$ cat config.mk
export PLATFORM = sky130hd
export DESIGN_NAME = cia_timer_interrupt_unit
export DESIGN_NICKNAME = d
export VERILOG_FILES = /design/src/hdl/citu_pkg.sv /design/src/hdl/citu_timer.sv /design/src/hdl/cia_timer_interrupt_unit.sv
export VERILOG_INCLUDE_DIRS = /design/src /design/src/hdl
export SDC_FILE = /design/constraint.sdc
export NUM_CORES = 1
export LEC_CHECK = 0
export BUFFER_PORTS_ARGS = -buffer_cell sky130_fd_sc_hd__buf_2
export CAP_MARGIN = 30
export CORE_MARGIN = 3
export CORE_UTILIZATION = 55
export DETAILED_ROUTE_END_ITERATION = 10
export PLACE_DENSITY = 0.82
export SYNTH_ARGS = -nofsm -noshare
export SYNTH_HDL_FRONTEND = slang
export SYNTH_SLANG_ARGS = --single-unit
$ cat constraint.sdc
create_clock -name clk_i -period 3.4 [get_ports clk_i]
set_input_delay 0 -clock clk_i [delete_from_list [all_inputs] [get_ports clk_i]]
set_output_delay 0 -clock clk_i [all_outputs]
set_load 0.03 [all_outputs]
$ cat src/hdl/assert_macros.svh
// assertion helpers shared by the rtl
`ifndef ASSERT_MACROS_SVH
`define ASSERT_MACROS_SVH

`ifndef SYNTH

// property must hold at every rising clock edge outside reset
`define ASSERT_PROP(lbl, clk, rstn, prop) \
  lbl: assert property (@(posedge clk) disable iff (!(rstn)) (prop)) \
    else $error("property violated");

// condition must never be seen outside reset
`define ASSERT_NEVER(lbl, clk, rstn, cond) \
  lbl: assert property (@(posedge clk) disable iff (!(rstn)) !(cond)) \
    else $error("forbidden condition seen");

`else

`define ASSERT_PROP(lbl, clk, rstn, prop)
`define ASSERT_NEVER(lbl, clk, rstn, cond)

`endif

`endif

$ cat src/hdl/citu_pkg.sv
`default_nettype none

package citu_pkg;

  // item kinds carried in tuser
  typedef enum logic [1:0] {
    ACT_WRITE = 2'd0,
    ACT_READ  = 2'd1,
    ACT_TICK  = 2'd2,
    ACT_FLAG  = 2'd3
  } action_e;

  typedef logic [15:0] count_t;
  typedef logic [7:0]  cycles_t;

  // timer step result
  typedef struct packed {
    count_t count;
    logic   underflow;
  } timer_res_t;

  // register map
  localparam logic [3:0] ADDR_PORT_A  = 4'd0;
  localparam logic [3:0] ADDR_PORT_B  = 4'd1;
  localparam logic [3:0] ADDR_DDR_A   = 4'd2;
  localparam logic [3:0] ADDR_DDR_B   = 4'd3;
  localparam logic [3:0] ADDR_TA_LO   = 4'd4;
  localparam logic [3:0] ADDR_TA_HI   = 4'd5;
  localparam logic [3:0] ADDR_TB_LO   = 4'd6;
  localparam logic [3:0] ADDR_TB_HI   = 4'd7;
  localparam logic [3:0] ADDR_TOD_0   = 4'd8;
  localparam logic [3:0] ADDR_TOD_1   = 4'd9;
  localparam logic [3:0] ADDR_TOD_2   = 4'd10;
  localparam logic [3:0] ADDR_TOD_3   = 4'd11;
  localparam logic [3:0] ADDR_SDR     = 4'd12;
  localparam logic [3:0] ADDR_ICR     = 4'd13;
  localparam logic [3:0] ADDR_CRA     = 4'd14;
  localparam logic [3:0] ADDR_CRB     = 4'd15;

  // register field constants
  localparam logic [7:0] CTRL_STORE_MASK = 8'hEF;
  localparam logic [7:0] ICR_READ_MASK   = 8'h9F;
  localparam logic [1:0] SRC_B_TA_UNDER  = 2'd2;
  localparam count_t     COUNT_RESET     = 16'hFFFF;

endpackage

`default_nettype wire

$ cat src/hdl/citu_timer.sv
`default_nettype none

// one down-count step of a 16-bit timer with reload from its latch
module citu_timer (
  input  citu_pkg::count_t     count_i,
  input  citu_pkg::count_t     latch_i,
  input  citu_pkg::cycles_t    cycles_i,
  output citu_pkg::timer_res_t res_o
);
  import citu_pkg::*;

  count_t cyc_ext;

  assign cyc_ext = {8'd0, cycles_i};

  // underflow when more cycles pass than the count holds; reload minus the excess
  always_comb begin
    res_o.underflow = (cyc_ext > count_i);
    if (res_o.underflow) begin
      res_o.count = latch_i - cyc_ext + count_i;
    end else begin
      res_o.count = count_i - cyc_ext;
    end
  end

endmodule

`default_nettype wire

$ cat src/hdl/cia_timer_interrupt_unit.sv
// channel   dir  signals                 contents
// s_axis    in   tdata[31:0], tuser[1:0] word: address, write byte, cycles, port pins; kind
// m_axis    out  tdata[15:0]             word: read byte, irq line
//
// one word per clock sustained while m_axis takes results; a result is offered on m_axis once its word
// has passed from the input register through the single-pass next-state logic
// (timer subtract and reload) into the result register
// reset loads counts and latches with all ones and clears control, flags and mask
// while the result waits, one more word is still taken into the input register
// tready falls only when both registers are full and m_axis is stalled
`default_nettype none

`include "assert_macros.svh"

module cia_timer_interrupt_unit (
  input  wire         clk_i,
  input  wire         rst_ni,
  input  wire         s_axis_tvalid,
  output logic        s_axis_tready,
  // tdata: reg_address[3:0], write_value[11:4], elapsed_cycles[19:12],
  //        port_value[27:20], zero fill [31:28]
  input  wire  [31:0] s_axis_tdata,
  // tuser: action[1:0]
  input  wire  [1:0]  s_axis_tuser,
  output logic        m_axis_tvalid,
  input  wire         m_axis_tready,
  // tdata: read_data[7:0], irq_line[8], zero fill [15:9]
  output logic [15:0] m_axis_tdata
);
  import citu_pkg::*;

  // input register
  logic        in_valid_q, in_valid_d;
  action_e     in_act_q;
  logic [3:0]  in_addr_q;
  logic [7:0]  in_wdata_q;
  cycles_t     in_cyc_q;
  logic [7:0]  in_port_q;

  // result register
  logic        out_valid_q, out_valid_d;
  logic [7:0]  out_rdata_q, out_rdata_d;
  logic        out_irq_q, out_irq_d;

  // block state
  logic [7:0]  plain_q [2], plain_d [2];
  logic [7:0]  sdr_q, sdr_d;
  count_t      ta_cnt_q, ta_cnt_d, tb_cnt_q, tb_cnt_d;
  count_t      ta_lat_q, ta_lat_d, tb_lat_q, tb_lat_d;
  logic [7:0]  cra_q, cra_d, crb_q, crb_d;
  logic [7:0]  flags_q, flags_d;
  logic [4:0]  mask_q, mask_d;

  logic        adv;
  logic        in_fire;
  logic        ta_run, tb_run, tb_from_a;
  logic [7:0]  flags_a;
  cycles_t     tb_cyc;
  timer_res_t  ta_res, tb_res;
  count_t      lat_new;
  logic [4:0]  mask_new;
  logic        icr_rd_clr, ta_os_stop;

  // handshake
  assign adv           = in_valid_q && (!out_valid_q || m_axis_tready);
  assign in_fire       = s_axis_tvalid && s_axis_tready;
  assign s_axis_tready = !in_valid_q || adv;
  assign m_axis_tvalid = out_valid_q;
  assign m_axis_tdata  = {7'd0, out_irq_q, out_rdata_q};

  // timer enables and sources
  assign ta_run    = cra_q[0] && !cra_q[5];
  assign flags_a   = flags_q | {7'd0, ta_run && ta_res.underflow};
  assign tb_from_a = (crb_q[6:5] == SRC_B_TA_UNDER);
  assign tb_cyc    = tb_from_a ? 8'd1 : in_cyc_q;
  assign tb_run    = crb_q[0] && (!tb_from_a || flags_a[0]);

  citu_timer u_timer_a (
    .count_i  (ta_cnt_q),
    .latch_i  (ta_lat_q),
    .cycles_i (in_cyc_q),
    .res_o    (ta_res)
  );

  citu_timer u_timer_b (
    .count_i  (tb_cnt_q),
    .latch_i  (tb_lat_q),
    .cycles_i (tb_cyc),
    .res_o    (tb_res)
  );

  // valid flags
  always_comb begin
    in_valid_d = in_valid_q;
    if (in_fire) begin
      in_valid_d = 1'b1;
    end else if (adv) begin
      in_valid_d = 1'b0;
    end
    out_valid_d = out_valid_q;
    if (adv) begin
      out_valid_d = 1'b1;
    end else if (m_axis_tready) begin
      out_valid_d = 1'b0;
    end
  end

  // next state and result for the word in the input register
  always_comb begin
    plain_d     = plain_q;
    sdr_d       = sdr_q;
    ta_cnt_d    = ta_cnt_q;
    tb_cnt_d    = tb_cnt_q;
    ta_lat_d    = ta_lat_q;
    tb_lat_d    = tb_lat_q;
    cra_d       = cra_q;
    crb_d       = crb_q;
    flags_d     = flags_q;
    mask_d      = mask_q;
    out_rdata_d = out_rdata_q;
    lat_new     = ta_lat_q;
    mask_new    = mask_q;
    if (adv) begin
      out_rdata_d = 8'd0;
      unique case (in_act_q)
        ACT_WRITE: begin
          unique case (in_addr_q)
            ADDR_TA_LO: ta_lat_d = {ta_lat_q[15:8], in_wdata_q};
            ADDR_TA_HI: begin
              lat_new  = {in_wdata_q, ta_lat_q[7:0]};
              ta_lat_d = lat_new;
              if (!cra_q[0]) begin
                ta_cnt_d = lat_new;
              end
            end
            ADDR_TB_LO: tb_lat_d = {tb_lat_q[15:8], in_wdata_q};
            ADDR_TB_HI: begin
              lat_new  = {in_wdata_q, tb_lat_q[7:0]};
              tb_lat_d = lat_new;
              if (!crb_q[0]) begin
                tb_cnt_d = lat_new;
              end
            end
            ADDR_TOD_0, ADDR_TOD_1, ADDR_TOD_2, ADDR_TOD_3: ;
            ADDR_SDR: begin
              sdr_d      = in_wdata_q;
              flags_d[3] = 1'b1;
              flags_d[7] = flags_q[7] | mask_q[3];
            end
            ADDR_ICR: begin
              if (in_wdata_q[7]) begin
                mask_new = mask_q | in_wdata_q[4:0];
                if ((flags_q[4:0] & mask_new) != 5'd0) begin
                  flags_d[7] = 1'b1;
                end
              end else begin
                mask_new = mask_q & ~in_wdata_q[4:0];
              end
              mask_d = mask_new;
            end
            ADDR_CRA: begin
              cra_d = in_wdata_q & CTRL_STORE_MASK;
              if (in_wdata_q[4]) begin
                ta_cnt_d = ta_lat_q;
              end
            end
            ADDR_CRB: begin
              crb_d = in_wdata_q & CTRL_STORE_MASK;
              if (in_wdata_q[4]) begin
                tb_cnt_d = tb_lat_q;
              end
            end
            // plain registers for the two direction addresses; both are read back
            ADDR_DDR_A, ADDR_DDR_B: plain_d[in_addr_q[0]] = in_wdata_q;
            default: ;
          endcase
        end
        ACT_READ: begin
          unique case (in_addr_q)
            ADDR_PORT_A, ADDR_PORT_B: out_rdata_d = in_port_q;
            ADDR_DDR_A, ADDR_DDR_B:   out_rdata_d = plain_q[in_addr_q[0]];
            ADDR_TA_LO: out_rdata_d = ta_cnt_q[7:0];
            ADDR_TA_HI: out_rdata_d = ta_cnt_q[15:8];
            ADDR_TB_LO: out_rdata_d = tb_cnt_q[7:0];
            ADDR_TB_HI: out_rdata_d = tb_cnt_q[15:8];
            ADDR_SDR:   out_rdata_d = sdr_q;
            ADDR_ICR: begin
              out_rdata_d = flags_q & ICR_READ_MASK;
              flags_d     = 8'd0;
            end
            ADDR_CRA:   out_rdata_d = cra_q;
            ADDR_CRB:   out_rdata_d = crb_q;
            default:    out_rdata_d = 8'd0;
          endcase
        end
        ACT_TICK: begin
          flags_d = flags_a;
          if (ta_run) begin
            ta_cnt_d = ta_res.count;
            if (ta_res.underflow && cra_q[3]) begin
              cra_d[0] = 1'b0;
            end
          end
          if (tb_run) begin
            tb_cnt_d = tb_res.count;
            if (tb_res.underflow) begin
              flags_d[1] = 1'b1;
              if (crb_q[3]) begin
                crb_d[0] = 1'b0;
              end
            end
          end
          if ((flags_d[3:0] & mask_q[3:0]) != 4'd0) begin
            flags_d[7] = 1'b1;
          end
        end
        ACT_FLAG: begin
          flags_d[4] = 1'b1;
          flags_d[7] = flags_q[7] | mask_q[4];
        end
        default: ;
      endcase
    end
    out_irq_d = adv ? flags_d[7] : out_irq_q;
  end

  // control and block state
  always_ff @(posedge clk_i or negedge rst_ni) begin
    if (!rst_ni) begin
      in_valid_q  <= 1'b0;
      out_valid_q <= 1'b0;
      plain_q[0]  <= 8'd0;
      plain_q[1]  <= 8'd0;
      sdr_q       <= 8'd0;
      ta_cnt_q    <= COUNT_RESET;
      tb_cnt_q    <= COUNT_RESET;
      ta_lat_q    <= COUNT_RESET;
      tb_lat_q    <= COUNT_RESET;
      cra_q       <= 8'd0;
      crb_q       <= 8'd0;
      flags_q     <= 8'd0;
      mask_q      <= 5'd0;
    end else begin
      in_valid_q  <= in_valid_d;
      out_valid_q <= out_valid_d;
      plain_q     <= plain_d;
      sdr_q       <= sdr_d;
      ta_cnt_q    <= ta_cnt_d;
      tb_cnt_q    <= tb_cnt_d;
      ta_lat_q    <= ta_lat_d;
      tb_lat_q    <= tb_lat_d;
      cra_q       <= cra_d;
      crb_q       <= crb_d;
      flags_q     <= flags_d;
      mask_q      <= mask_d;
    end
  end

  // payload registers
  always_ff @(posedge clk_i) begin
    if (in_fire) begin
      in_act_q   <= action_e'(s_axis_tuser);
      in_addr_q  <= s_axis_tdata[3:0];
      in_wdata_q <= s_axis_tdata[11:4];
      in_cyc_q   <= s_axis_tdata[19:12];
      in_port_q  <= s_axis_tdata[27:20];
    end
    out_rdata_q <= out_rdata_d;
    out_irq_q   <= out_irq_d;
  end

  // conditions watched by the checks
  assign icr_rd_clr = adv && (in_act_q == ACT_READ) && (in_addr_q == ADDR_ICR);
  assign ta_os_stop = adv && (in_act_q == ACT_TICK) && ta_run && ta_res.underflow && cra_q[3];

  // checks
  `ASSERT_NEVER(a_ctrl_bit4, clk_i, rst_ni, cra_q[4] || crb_q[4])
  `ASSERT_PROP(a_icr_read_clears, clk_i, rst_ni, icr_rd_clr |=> (flags_q == 8'd0))
  `ASSERT_PROP(a_irq_tracks_flags, clk_i, rst_ni, adv |=> (out_irq_q == flags_q[7]))
  `ASSERT_PROP(a_one_shot_stop, clk_i, rst_ni, ta_os_stop |=> !cra_q[0])

endmodule

`default_nettype wire
==> flow_summary.ini, run 1 <==
[setup_path]
setup.worst_path.start_class = flop
critPathArrivalTime_ns = 3.61
crit_path_max_fanout = 4
required_ns = 3.74
crit_type = reg2reg
critPathCaptureType = flop

[routing]
drt_iter0_markers = 1147
wire_per_inst_um = 19.6
routed_wl_mm = 29.8
firstDrtPassIters = 5
drc_errors = 0
viasPerCell = 6.19
vias = 9410
drtAntennaViolNets = 0

[clock_network]
tritoncts = built
cts.sinks = 152
cts_max_level = 4
cts_setup_buffers = 0
clk_pin_slew_worst_paths_ns = 0.06
root_buffer = clkbuf_16
worst_skew_pair.late_latency_ns = 0.44
cts_made_buffers = 17
clk_path_buf_depth = 2

[logic_synthesis]
synthCells = 1170
synth-seq-area-share = 0.377
synth-seq-cells = 152
yosysMostFrequentCell = inv_1
synth_top_area_frac = 0.156
yosysWarnings = 0
syn_avg_cell_area_um2 = 9.24
yosys-top-cells-area = dfstp_2 (16%), dfrtp_1 (11%), edfxtp_1 (11%), ha_1 (7.6%), mux2_2 (6.2%)
synth_area_leader_cell = dfstp_2
async_flop_share = 0.743
synth_common_cells = inv_1 (149), nand2_1 (121), o21ai_0 (68)
synth-edff-count = 39
ys.flop_type = dfstp_2
syn_area_mm2 = 0.0108
synth.distinct_cells = 86

[timing]
max_freq_ghz = 0.306
period_needed_ns = 3.27
worst_pin_slew_ns = 0.843
setup_viol = 0
setup-tns-final_ns = 0
skew_ns = 0.00875
rsz0062_at_grt = false
maxSlewViolCount = 0
hold_violations = 0
slew_headroom = 0.438
min_period_over_period = 0.962

[global_routing]
grt-ovfl-total = 0
grt_usage = 0.279
grt_pass1_vias = 9175
antenna_found_initial = 0
grt_pass1_wl_mm = 47.8
grt_max_degree = 53

[placement]
place_congestion = 0.952
place_area_mm2 = 0.0113
port_buffers = 44
dp.final_hpwl_mm = 21.5

[floorplan]
core_area_mm2 = 0.0190
io_pins = 56
die_w_um = 146
start_util = 0.568
die_h_um = 146
die_area_mm2 = 0.0214
rows = 50

[worst_hold_path]
hold_class = in2async

[pwr]
power_density_mw_per_mm2 = 686
power_mw = 8.42
cellLeakagePower_nw = 5.40
ir_drop_mv = 0.485

[final_layout]
area_growth_pct = 13.6
num-nets-final = 1370
num-fill-cells = 1553
final_cell_area_mm2 = 0.0123
drive_gt1_frac = 0.201
diodes = 0

[outcome]
status = completed

[flow_run]
cap_violations = 0
-- report_power, final --
group	leakage (nW)	internal, mW	switching (mW)	total [mW]
Sequential	1.69	2.33	0.390	2.72
Clock	0.287	1.05	0.830	1.88
Combinational	3.43	1.61	2.21	3.82
-- worst max-delay path, cell delays in order, from the launching register on --
cell and delay, ns:
dfstp_2 0.56, inv_1 0.09, fa_1 0.55, inv_1 0.05, ha_1 0.28, a211oi_1 0.34, o21ai_1 0.19, nand3_1 0.16
a21oi_1 0.12, or2_2 0.31, o311a_1 0.34, o32ai_2 0.19
-- kinds of logic after synthesis --
kind of cell               after synthesis  synth area share
other                                    1          0.000347
muxes                                   75            0.0764
and+or+nand+nor                        313             0.140
adders and majority gates               84             0.110
xor gates and xnor gates                27            0.0231
buffers and inverters                  204            0.0764
AOI/OAI and AO/OA                      314             0.197
DFF                                    152             0.377
-- per-stage QoR --
step,hold slack (ns),utilization,cells,setup WS [ns]
after floorplan,-0.296,-,1176,0.346
after global placement,0.0810,0.596,1455,0.115
after detailed placement,0.0855,0.596,1455,0.0500
after CTS,0.168,0.645,1521,0.0344
after global routing,0.205,0.646,1521,0.000868
final,0.149,0.646,1521,0.129
-- registers in the layout, summed over array words and instances (netlist names), 2 cells and up --
signal and cells:
plain_q 16, mask_q 4, cra_q 7, flags_q 5
in_addr_q 4, ta_lat_q 16, tb_cnt_q 16, in_wdata_q 8
in_cyc_q 8, tb_lat_q 16, ta_cnt_q 16, out_rdata_q 8
crb_q 7, in_port_q 8, in_act_q 2, sdr_q 8
-- cells in the final DEF (no fill, tap or decap), drive strengths merged, types with 5 or more instances in the layout --
cell type,Yosys,layout
a21boi,6,6
dlygate4sd3,0,34
a22oi,7,7
o31ai,12,12
a21o,8,8
o311ai,6,6
o21ai,79,79
nor2,64,64
o21a,13,13
a221o,5,5
fa,18,18
nor2b,11,11
conb,1,7
a31oi,14,14
or3,13,13
edfxtp,39,39
inv,149,157
xnor2,14,14
nand3,27,27
o211ai,7,7
ha,66,66
a22o,6,6
mux2,60,60
xor2,12,12
a221oi,13,13
a311o,6,6
mux2i,15,15
buf,22,74
o22ai,6,6
nand2b,20,20
a311oi,10,10
nor3,23,23
clkbuf,33,19
dfstp,64,64
dfrtp,49,49
and3,5,5
a21oi,67,67
nand2,122,122
a211oi,12,12
-- layout make-up --
cell class / count / area, um2 / area share
inverters: 149 / 559 / 0.0455
flip-flops and latches: 152 / 4080 / 0.332
clock inverters: 13 / 133 / 0.0108
repair buffers: 108 / 788 / 0.0642
well taps: 260 / 325 / 0.0265
clock buffers: 19 / 443 / 0.0361
multi-input cells: 820 / 5950 / 0.485
-- final timing paths --
| path | startpoint | endpoint | slack (ns) | cells past startpoint |
|---|---|---|---|---|
| max reg2reg | ta_cnt_q[1] | ta_cnt_q[13] | 0.13 | 11 |
| max in group asynchronous | rst_ni | ta_cnt_q[0] | 2.28 | 3 |
| min | rst_ni | m_axis_tvalid | 0.15 | 2 |
| min reg2reg | ta_lat_q[0] | ta_lat_q[0] | 0.48 | 2 |
| max | ta_cnt_q[1] | ta_cnt_q[13] | 0.13 | 11 |
| min in group clk_i | s_axis_tdata[6] | in_wdata_q[2] | 0.27 | 2 |
-- repair_timing --
| action | in CTS | in global routing |
|---|---|---|
| gates resized for setup | 0 | 6 |
| endpoints found under the hold margin | 65 | 0 |
| hold buffers | 34 | 0 |
| endpoints found under the setup margin | 0 | 9 |
-- metal layers --
metal	wire, um	track usage	up-vias
met5	0	0	-
li1	-	-	4320
met1	12200	0.372	4513
met3	2700	0.0521	88
met4	1130	0.121	0
met2	13800	0.446	489
No activity file was read; power rests on OpenSTA's default activity.
==> run 2, diff against run 1 <==
--- a/config.mk
+++ b/config.mk
@@ -8,10 +8,12 @@
 export LEC_CHECK = 0
 export BUFFER_PORTS_ARGS = -buffer_cell sky130_fd_sc_hd__buf_2
 export CAP_MARGIN = 30
+export CORE_ASPECT_RATIO = 2
 export CORE_MARGIN = 3
 export CORE_UTILIZATION = 55
 export DETAILED_ROUTE_END_ITERATION = 10
 export PLACE_DENSITY = 0.82
+export RECOVER_POWER = 100
 export SYNTH_ARGS = -nofsm -noshare
 export SYNTH_HDL_FRONTEND = slang
 export SYNTH_SLANG_ARGS = --single-unit
==> flow_summary.ini, run 2 (synthesis gave the netlist of run 1 again) <==
[timing]
period_needed_ns = 3.28
skew_ns = 0.0114
maxSlewViolCount = 97
max_freq_ghz = 0.305
worst_pin_slew_ns = 1.76
finalWorstSetupSlack_ns = 0.123
rsz0062_at_grt = true
slew_headroom = -0.173
setup_viol = 0
setup-tns-final_ns = 0
min_period_over_period = 0.964
hold_violations = 0

[global_routing]
grt_usage = 0.298
antenna_found_initial = 0
grt_max_degree = 70
grt-ovfl-total = 0
grt_pass1_vias = 9503
grt_pass1_wl_mm = 49.4

[final_layout]
post-route-util = 0.639
drive_gt1_frac = 0.196
diodes = 0
num-nets-final = 1377
mostFrequentLayoutCells = inv_1 (149), nand2_1 (121), o21ai_0 (67), dfstp_2 (64)
area_growth_pct = 14.5
layout_commonest_cell = inv_1

[pwr]
pwr-share-comb = 0.461
switching_share = 0.413
p_sw_mw = 3.60
cellLeakagePower_nw = 5.40
power_density_mw_per_mm2 = 704
p_int_mw = 5.11
power_frac_clock = 0.226
power_mw = 8.71
ir_drop_mv = 0.529
pwr-share-seq = 0.312

[clock_network]
worst_skew_pair.late_latency_ns = 0.43
cts_setup_buffers = 0
clk_pin_slew_worst_paths_ns = 0.07
cts_max_level = 4
clk_path_buf_depth = 2
tritoncts = built
cts.sinks = 152
root_buffer = clkbuf_16
cts_made_buffers = 17

[routing]
routed_wl_mm = 31.5
firstDrtPassIters = 5
drtAntennaViolNets = 0
wire_per_inst_um = 20.6
viasPerCell = 6.21
drt_iter0_markers = 767
drc_errors = 0
vias = 9486

[placement]
port_buffers = 44
place_congestion = 0.988
pre_cts_ws_ns = -0.0167
dp.final_hpwl_mm = 23.2

[worst_hold_path]
hold_class = in2reg
worstHoldPathCells = 2
holdPathEnd = in_port_q[6]
hp-start = s_axis_tdata[26]

[outcome]
status = finished, violations left
violations = capacitance limit, slew limit

[floorplan]
core_area_mm2 = 0.0194
io_pins = 56
die_area_mm2 = 0.0215
start_util = 0.558
die_h_um = 204
die_w_um = 105
rows = 72

[setup_path]
critPathArrivalTime_ns = 3.62
required_ns = 3.74
r2r_slack_ns = 0.12
critPathCaptureType = flop
regToRegStartpoint = crb_q[5]
worstReg2RegEnd = tb_cnt_q[13]
setup.worst_path.start_class = flop
rr_worst_depth = 13
crit_type = reg2reg
crit_path_max_fanout = 11

[flow_run]
cap_violations = 2
## run 2: worst max-delay path, cell delays in order, from the launching register on
cell	delay, ns
dfrtp_1	0.39
nand2b_4	0.15
buf_12	0.14
nand2_1	0.12
fa_1	0.45
ha_1	0.30
a21oi_2	0.19
o2111ai_2	0.18
o311ai_2	0.33
buf_4	0.17
a21oi_1	0.07
or3_1	0.37
a211oi_2	0.24
a211oi_1	0.07
## run 2: through the flow
step	cell area [um2]	std cells	hold WS, ns
floorplan	10800	1176	-0.296
global placement	11400	1461	0.168
detailed placement	11400	1461	0.178
CTS	12400	1527	0.259
global route	12400	1527	0.278
finish	12400	1527	0.277
## run 2: final cells by class
type                            instances  area, um2
Clock buffer                           17        425
Clock inverter                         15        179
Fill cell                            1552       6990
Inverter                              149        559
Multi-Input combinational cell        820       5990
Sequential cell                       152       4080
Tap cell                              259        324
Timing Repair Buffer                  115        817
## run 2: worst max-delay path by stage
stage | start | endpoint | cells after the start
5_1_grt | crb_q[5] | tb_cnt_q[13] | 13
2_1_floorplan | crb_q[6] | tb_cnt_q[13] | 12
4_1_cts | crb_q[5] | tb_cnt_q[13] | 15
6_report | crb_q[5] | tb_cnt_q[13] | 13
3_3_place_gp | ta_cnt_q[1] | ta_cnt_q[13] | 11
3_5_place_dp | ta_cnt_q[1] | ta_cnt_q[13] | 11
## run 2: repair_timing
| item | in CTS | in global routing |
|---|---|---|
| hold buffers | 34 | 0 |
| resized for setup | 2 | 11 |
| hold endpoints to repair | 81 | 0 |
| pin swaps | 0 | 4 |
| endpoints found under the setup margin | 2 | 8 |
## run 2: power groups by stage
stage | Combinational (mW) | Clock [mW] | Sequential, mW
finish | 4.02 | 1.97 | 2.72
global route | 4.49 | 2.05 | 2.74
CTS | 3.91 | 1.98 | 2.69
detailed placement | 3.84 | 0 | 2.72
global placement | 3.72 | 0 | 2.70
floorplan | 2.89 | 0 | 2.56
## run 2: layer usage
layer / part of all wire / track usage / routed length (um)
met1: 0.34 / 0.313 / 10600
met4: 0.083 / 0.216 / 2600
met2: 0.53 / 0.543 / 16500
met3: 0.054 / 0.0313 / 1700
met5: 0 / 0 / 0
==> run 3, diff against run 2 <==
--- a/config.mk
+++ b/config.mk
@@ -8,7 +8,7 @@
 export LEC_CHECK = 0
 export BUFFER_PORTS_ARGS = -buffer_cell sky130_fd_sc_hd__buf_2
 export CAP_MARGIN = 30
-export CORE_ASPECT_RATIO = 2
+export CORE_ASPECT_RATIO = 0.8
 export CORE_MARGIN = 3
 export CORE_UTILIZATION = 55
 export DETAILED_ROUTE_END_ITERATION = 10
==> flow_summary.ini, run 3 (synthesis gave the netlist of run 1 again) <==
[outcome]
status = finished, violations left
violations = capacitance limit, slew limit

[global_routing]
grt_max_degree = 50
grt_pass1_wl_mm = 49.8
grt_pass1_vias = 9320
grt-ovfl-total = 0
antenna_found_initial = 0
grt_usage = 0.294

[pwr]
p_int_mw = 4.94
ir_drop_mv = 0.456
power_frac_clock = 0.217
power_density_mw_per_mm2 = 691
pwr-share-comb = 0.460
cellLeakagePower_nw = 5.36
power_mw = 8.47
pwr-share-seq = 0.323
p_sw_mw = 3.53
switching_share = 0.417

[clock_network]
cts.sinks = 152
cts_setup_buffers = 0
root_buffer = clkbuf_16
worst_skew_pair.late_latency_ns = 0.44
clk_pin_slew_worst_paths_ns = 0.07
cts_made_buffers = 17
tritoncts = built
clk_path_buf_depth = 2
cts_max_level = 4

[routing]
drt_iter0_markers = 1061
routed_wl_mm = 31.0
drc_errors = 0
vias = 9527
wire_per_inst_um = 20.4
viasPerCell = 6.26
drtAntennaViolNets = 0
firstDrtPassIters = 8

[timing]
max_freq_ghz = 0.301
setup_viol = 0
period_needed_ns = 3.32
min_period_over_period = 0.976
hold_ws_ns = 0.273
setup-tns-final_ns = 0
maxSlewViolCount = 81
skew_ns = 0.0120
slew_headroom = -0.786
worst_pin_slew_ns = 2.68
hold_violations = 0
finalWorstSetupSlack_ns = 0.0811

[setup_path]
path_cells = clkbuf_1, nand2_1, a2111o_1, a21oi_2, o21ai_2, nor2_2, a41oi_1, or3_1
required_ns = 3.76
critPathCaptureType = flop
crit_slowest_cell = clkbuf_1
setup.worst_path.start_class = flop
critPathArrivalTime_ns = 3.68
crit_type = reg2reg
critPathMaxStageDelay_ns = 0.58
cp_top_family = compound AO/OA/AOI/OAI gates
critPathBufInv = 1
crit_path_max_fanout = 13

[final_layout]
fin_cells = 1523
layout_commonest_cell = inv_1
num-fill-cells = 1550
area_growth_pct = 13.4
diodes = 0
num-nets-final = 1374
mostFrequentLayoutCells = inv_1 (149), nand2_1 (120), o21ai_0 (67)
drive_gt1_frac = 0.191

[floorplan]
io_pins = 56
die_w_um = 163
rows = 45
die_h_um = 131
start_util = 0.565
core_area_mm2 = 0.0191
die_area_mm2 = 0.0214

[placement]
port_buffers = 44
dp.final_hpwl_mm = 22.2
placedCellCount = 1457
place_congestion = 0.970
pre_cts_ws_ns = 0.0608

[worst_hold_path]
hold_class = in2reg

[flow_run]
cap_violations = 2
==> run 3: power groups by stage <==
stage,logic (mW),clock network (mW),registers [mW]
after floorplan,2.89,0,2.56
after global placement,3.58,0,2.71
after detailed placement,3.72,0,2.73
after CTS,3.78,1.85,2.70
after global routing,4.36,1.93,2.76
final,3.90,1.84,2.73
==> run 3: metal layers <==
metal | part of all wire | routed length [um] | GRT usage | vias to the layer above
li1 | - | - | - | 4324
met1 | 0.42 | 13000 | 0.409 | 4606
met2 | 0.45 | 14000 | 0.464 | 517
met3 | 0.10 | 3210 | 0.0690 | 80
met4 | 0.027 | 842 | 0.0775 | 0
met5 | 0 | 0 | 0 | -
==> run 3: area by class of cell <==
type,count,area (um2),share of cell area
inverters,149,559,0.0456
well taps,258,323,0.0263
repair buffers,112,779,0.0636
multi-input cells,820,5960,0.486
clock inverters,14,126,0.0103
clock buffers,18,439,0.0358
flip-flops and latches,152,4080,0.333
==> run 3: worst paths after layout <==
path / start / to / slack (ns) / cells past startpoint
min reg2reg: ta_lat_q[6] / ta_lat_q[6] / 0.48 / 2
max reg2reg: in_addr_q[0] / tb_cnt_q[10] / 0.08 / 8
min in group asynchronous: rst_ni / plain_q[7] / 0.95 / 2
max in group asynchronous: rst_ni / ta_lat_q[15] / 0.59 / 3
max: in_addr_q[0] / tb_cnt_q[10] / 0.08 / 8
min: s_axis_tdata[2] / in_addr_q[2] / 0.27 / 2
==> run 3: through the flow <==
| stage | util | cell area [um2] |
|---|---|---|
| floorplan | - | 10800 |
| global route | 0.641 | 12300 |
| global placement | 0.594 | 11400 |
| finish | 0.641 | 12300 |
| CTS | 0.641 | 12300 |
| detailed placement | 0.594 | 11400 |
==> run 3: repair_timing <==
item	4_1_cts	5_1_grt
setup endpoints to repair	0	11
endpoints found under the hold margin	79	0
gates resized for setup	0	12
hold buffers	34	0
==> run 3: worst reg2reg max path, stage by stage (launching register included) <==
cell,delay [ns]
edfxtp_1,0.56
clkbuf_1,0.58
nand2_1,0.18
a2111o_1,0.44
a21oi_2,0.33
o21ai_2,0.23
nor2_2,0.39
a41oi_1,0.17
or3_1,0.34
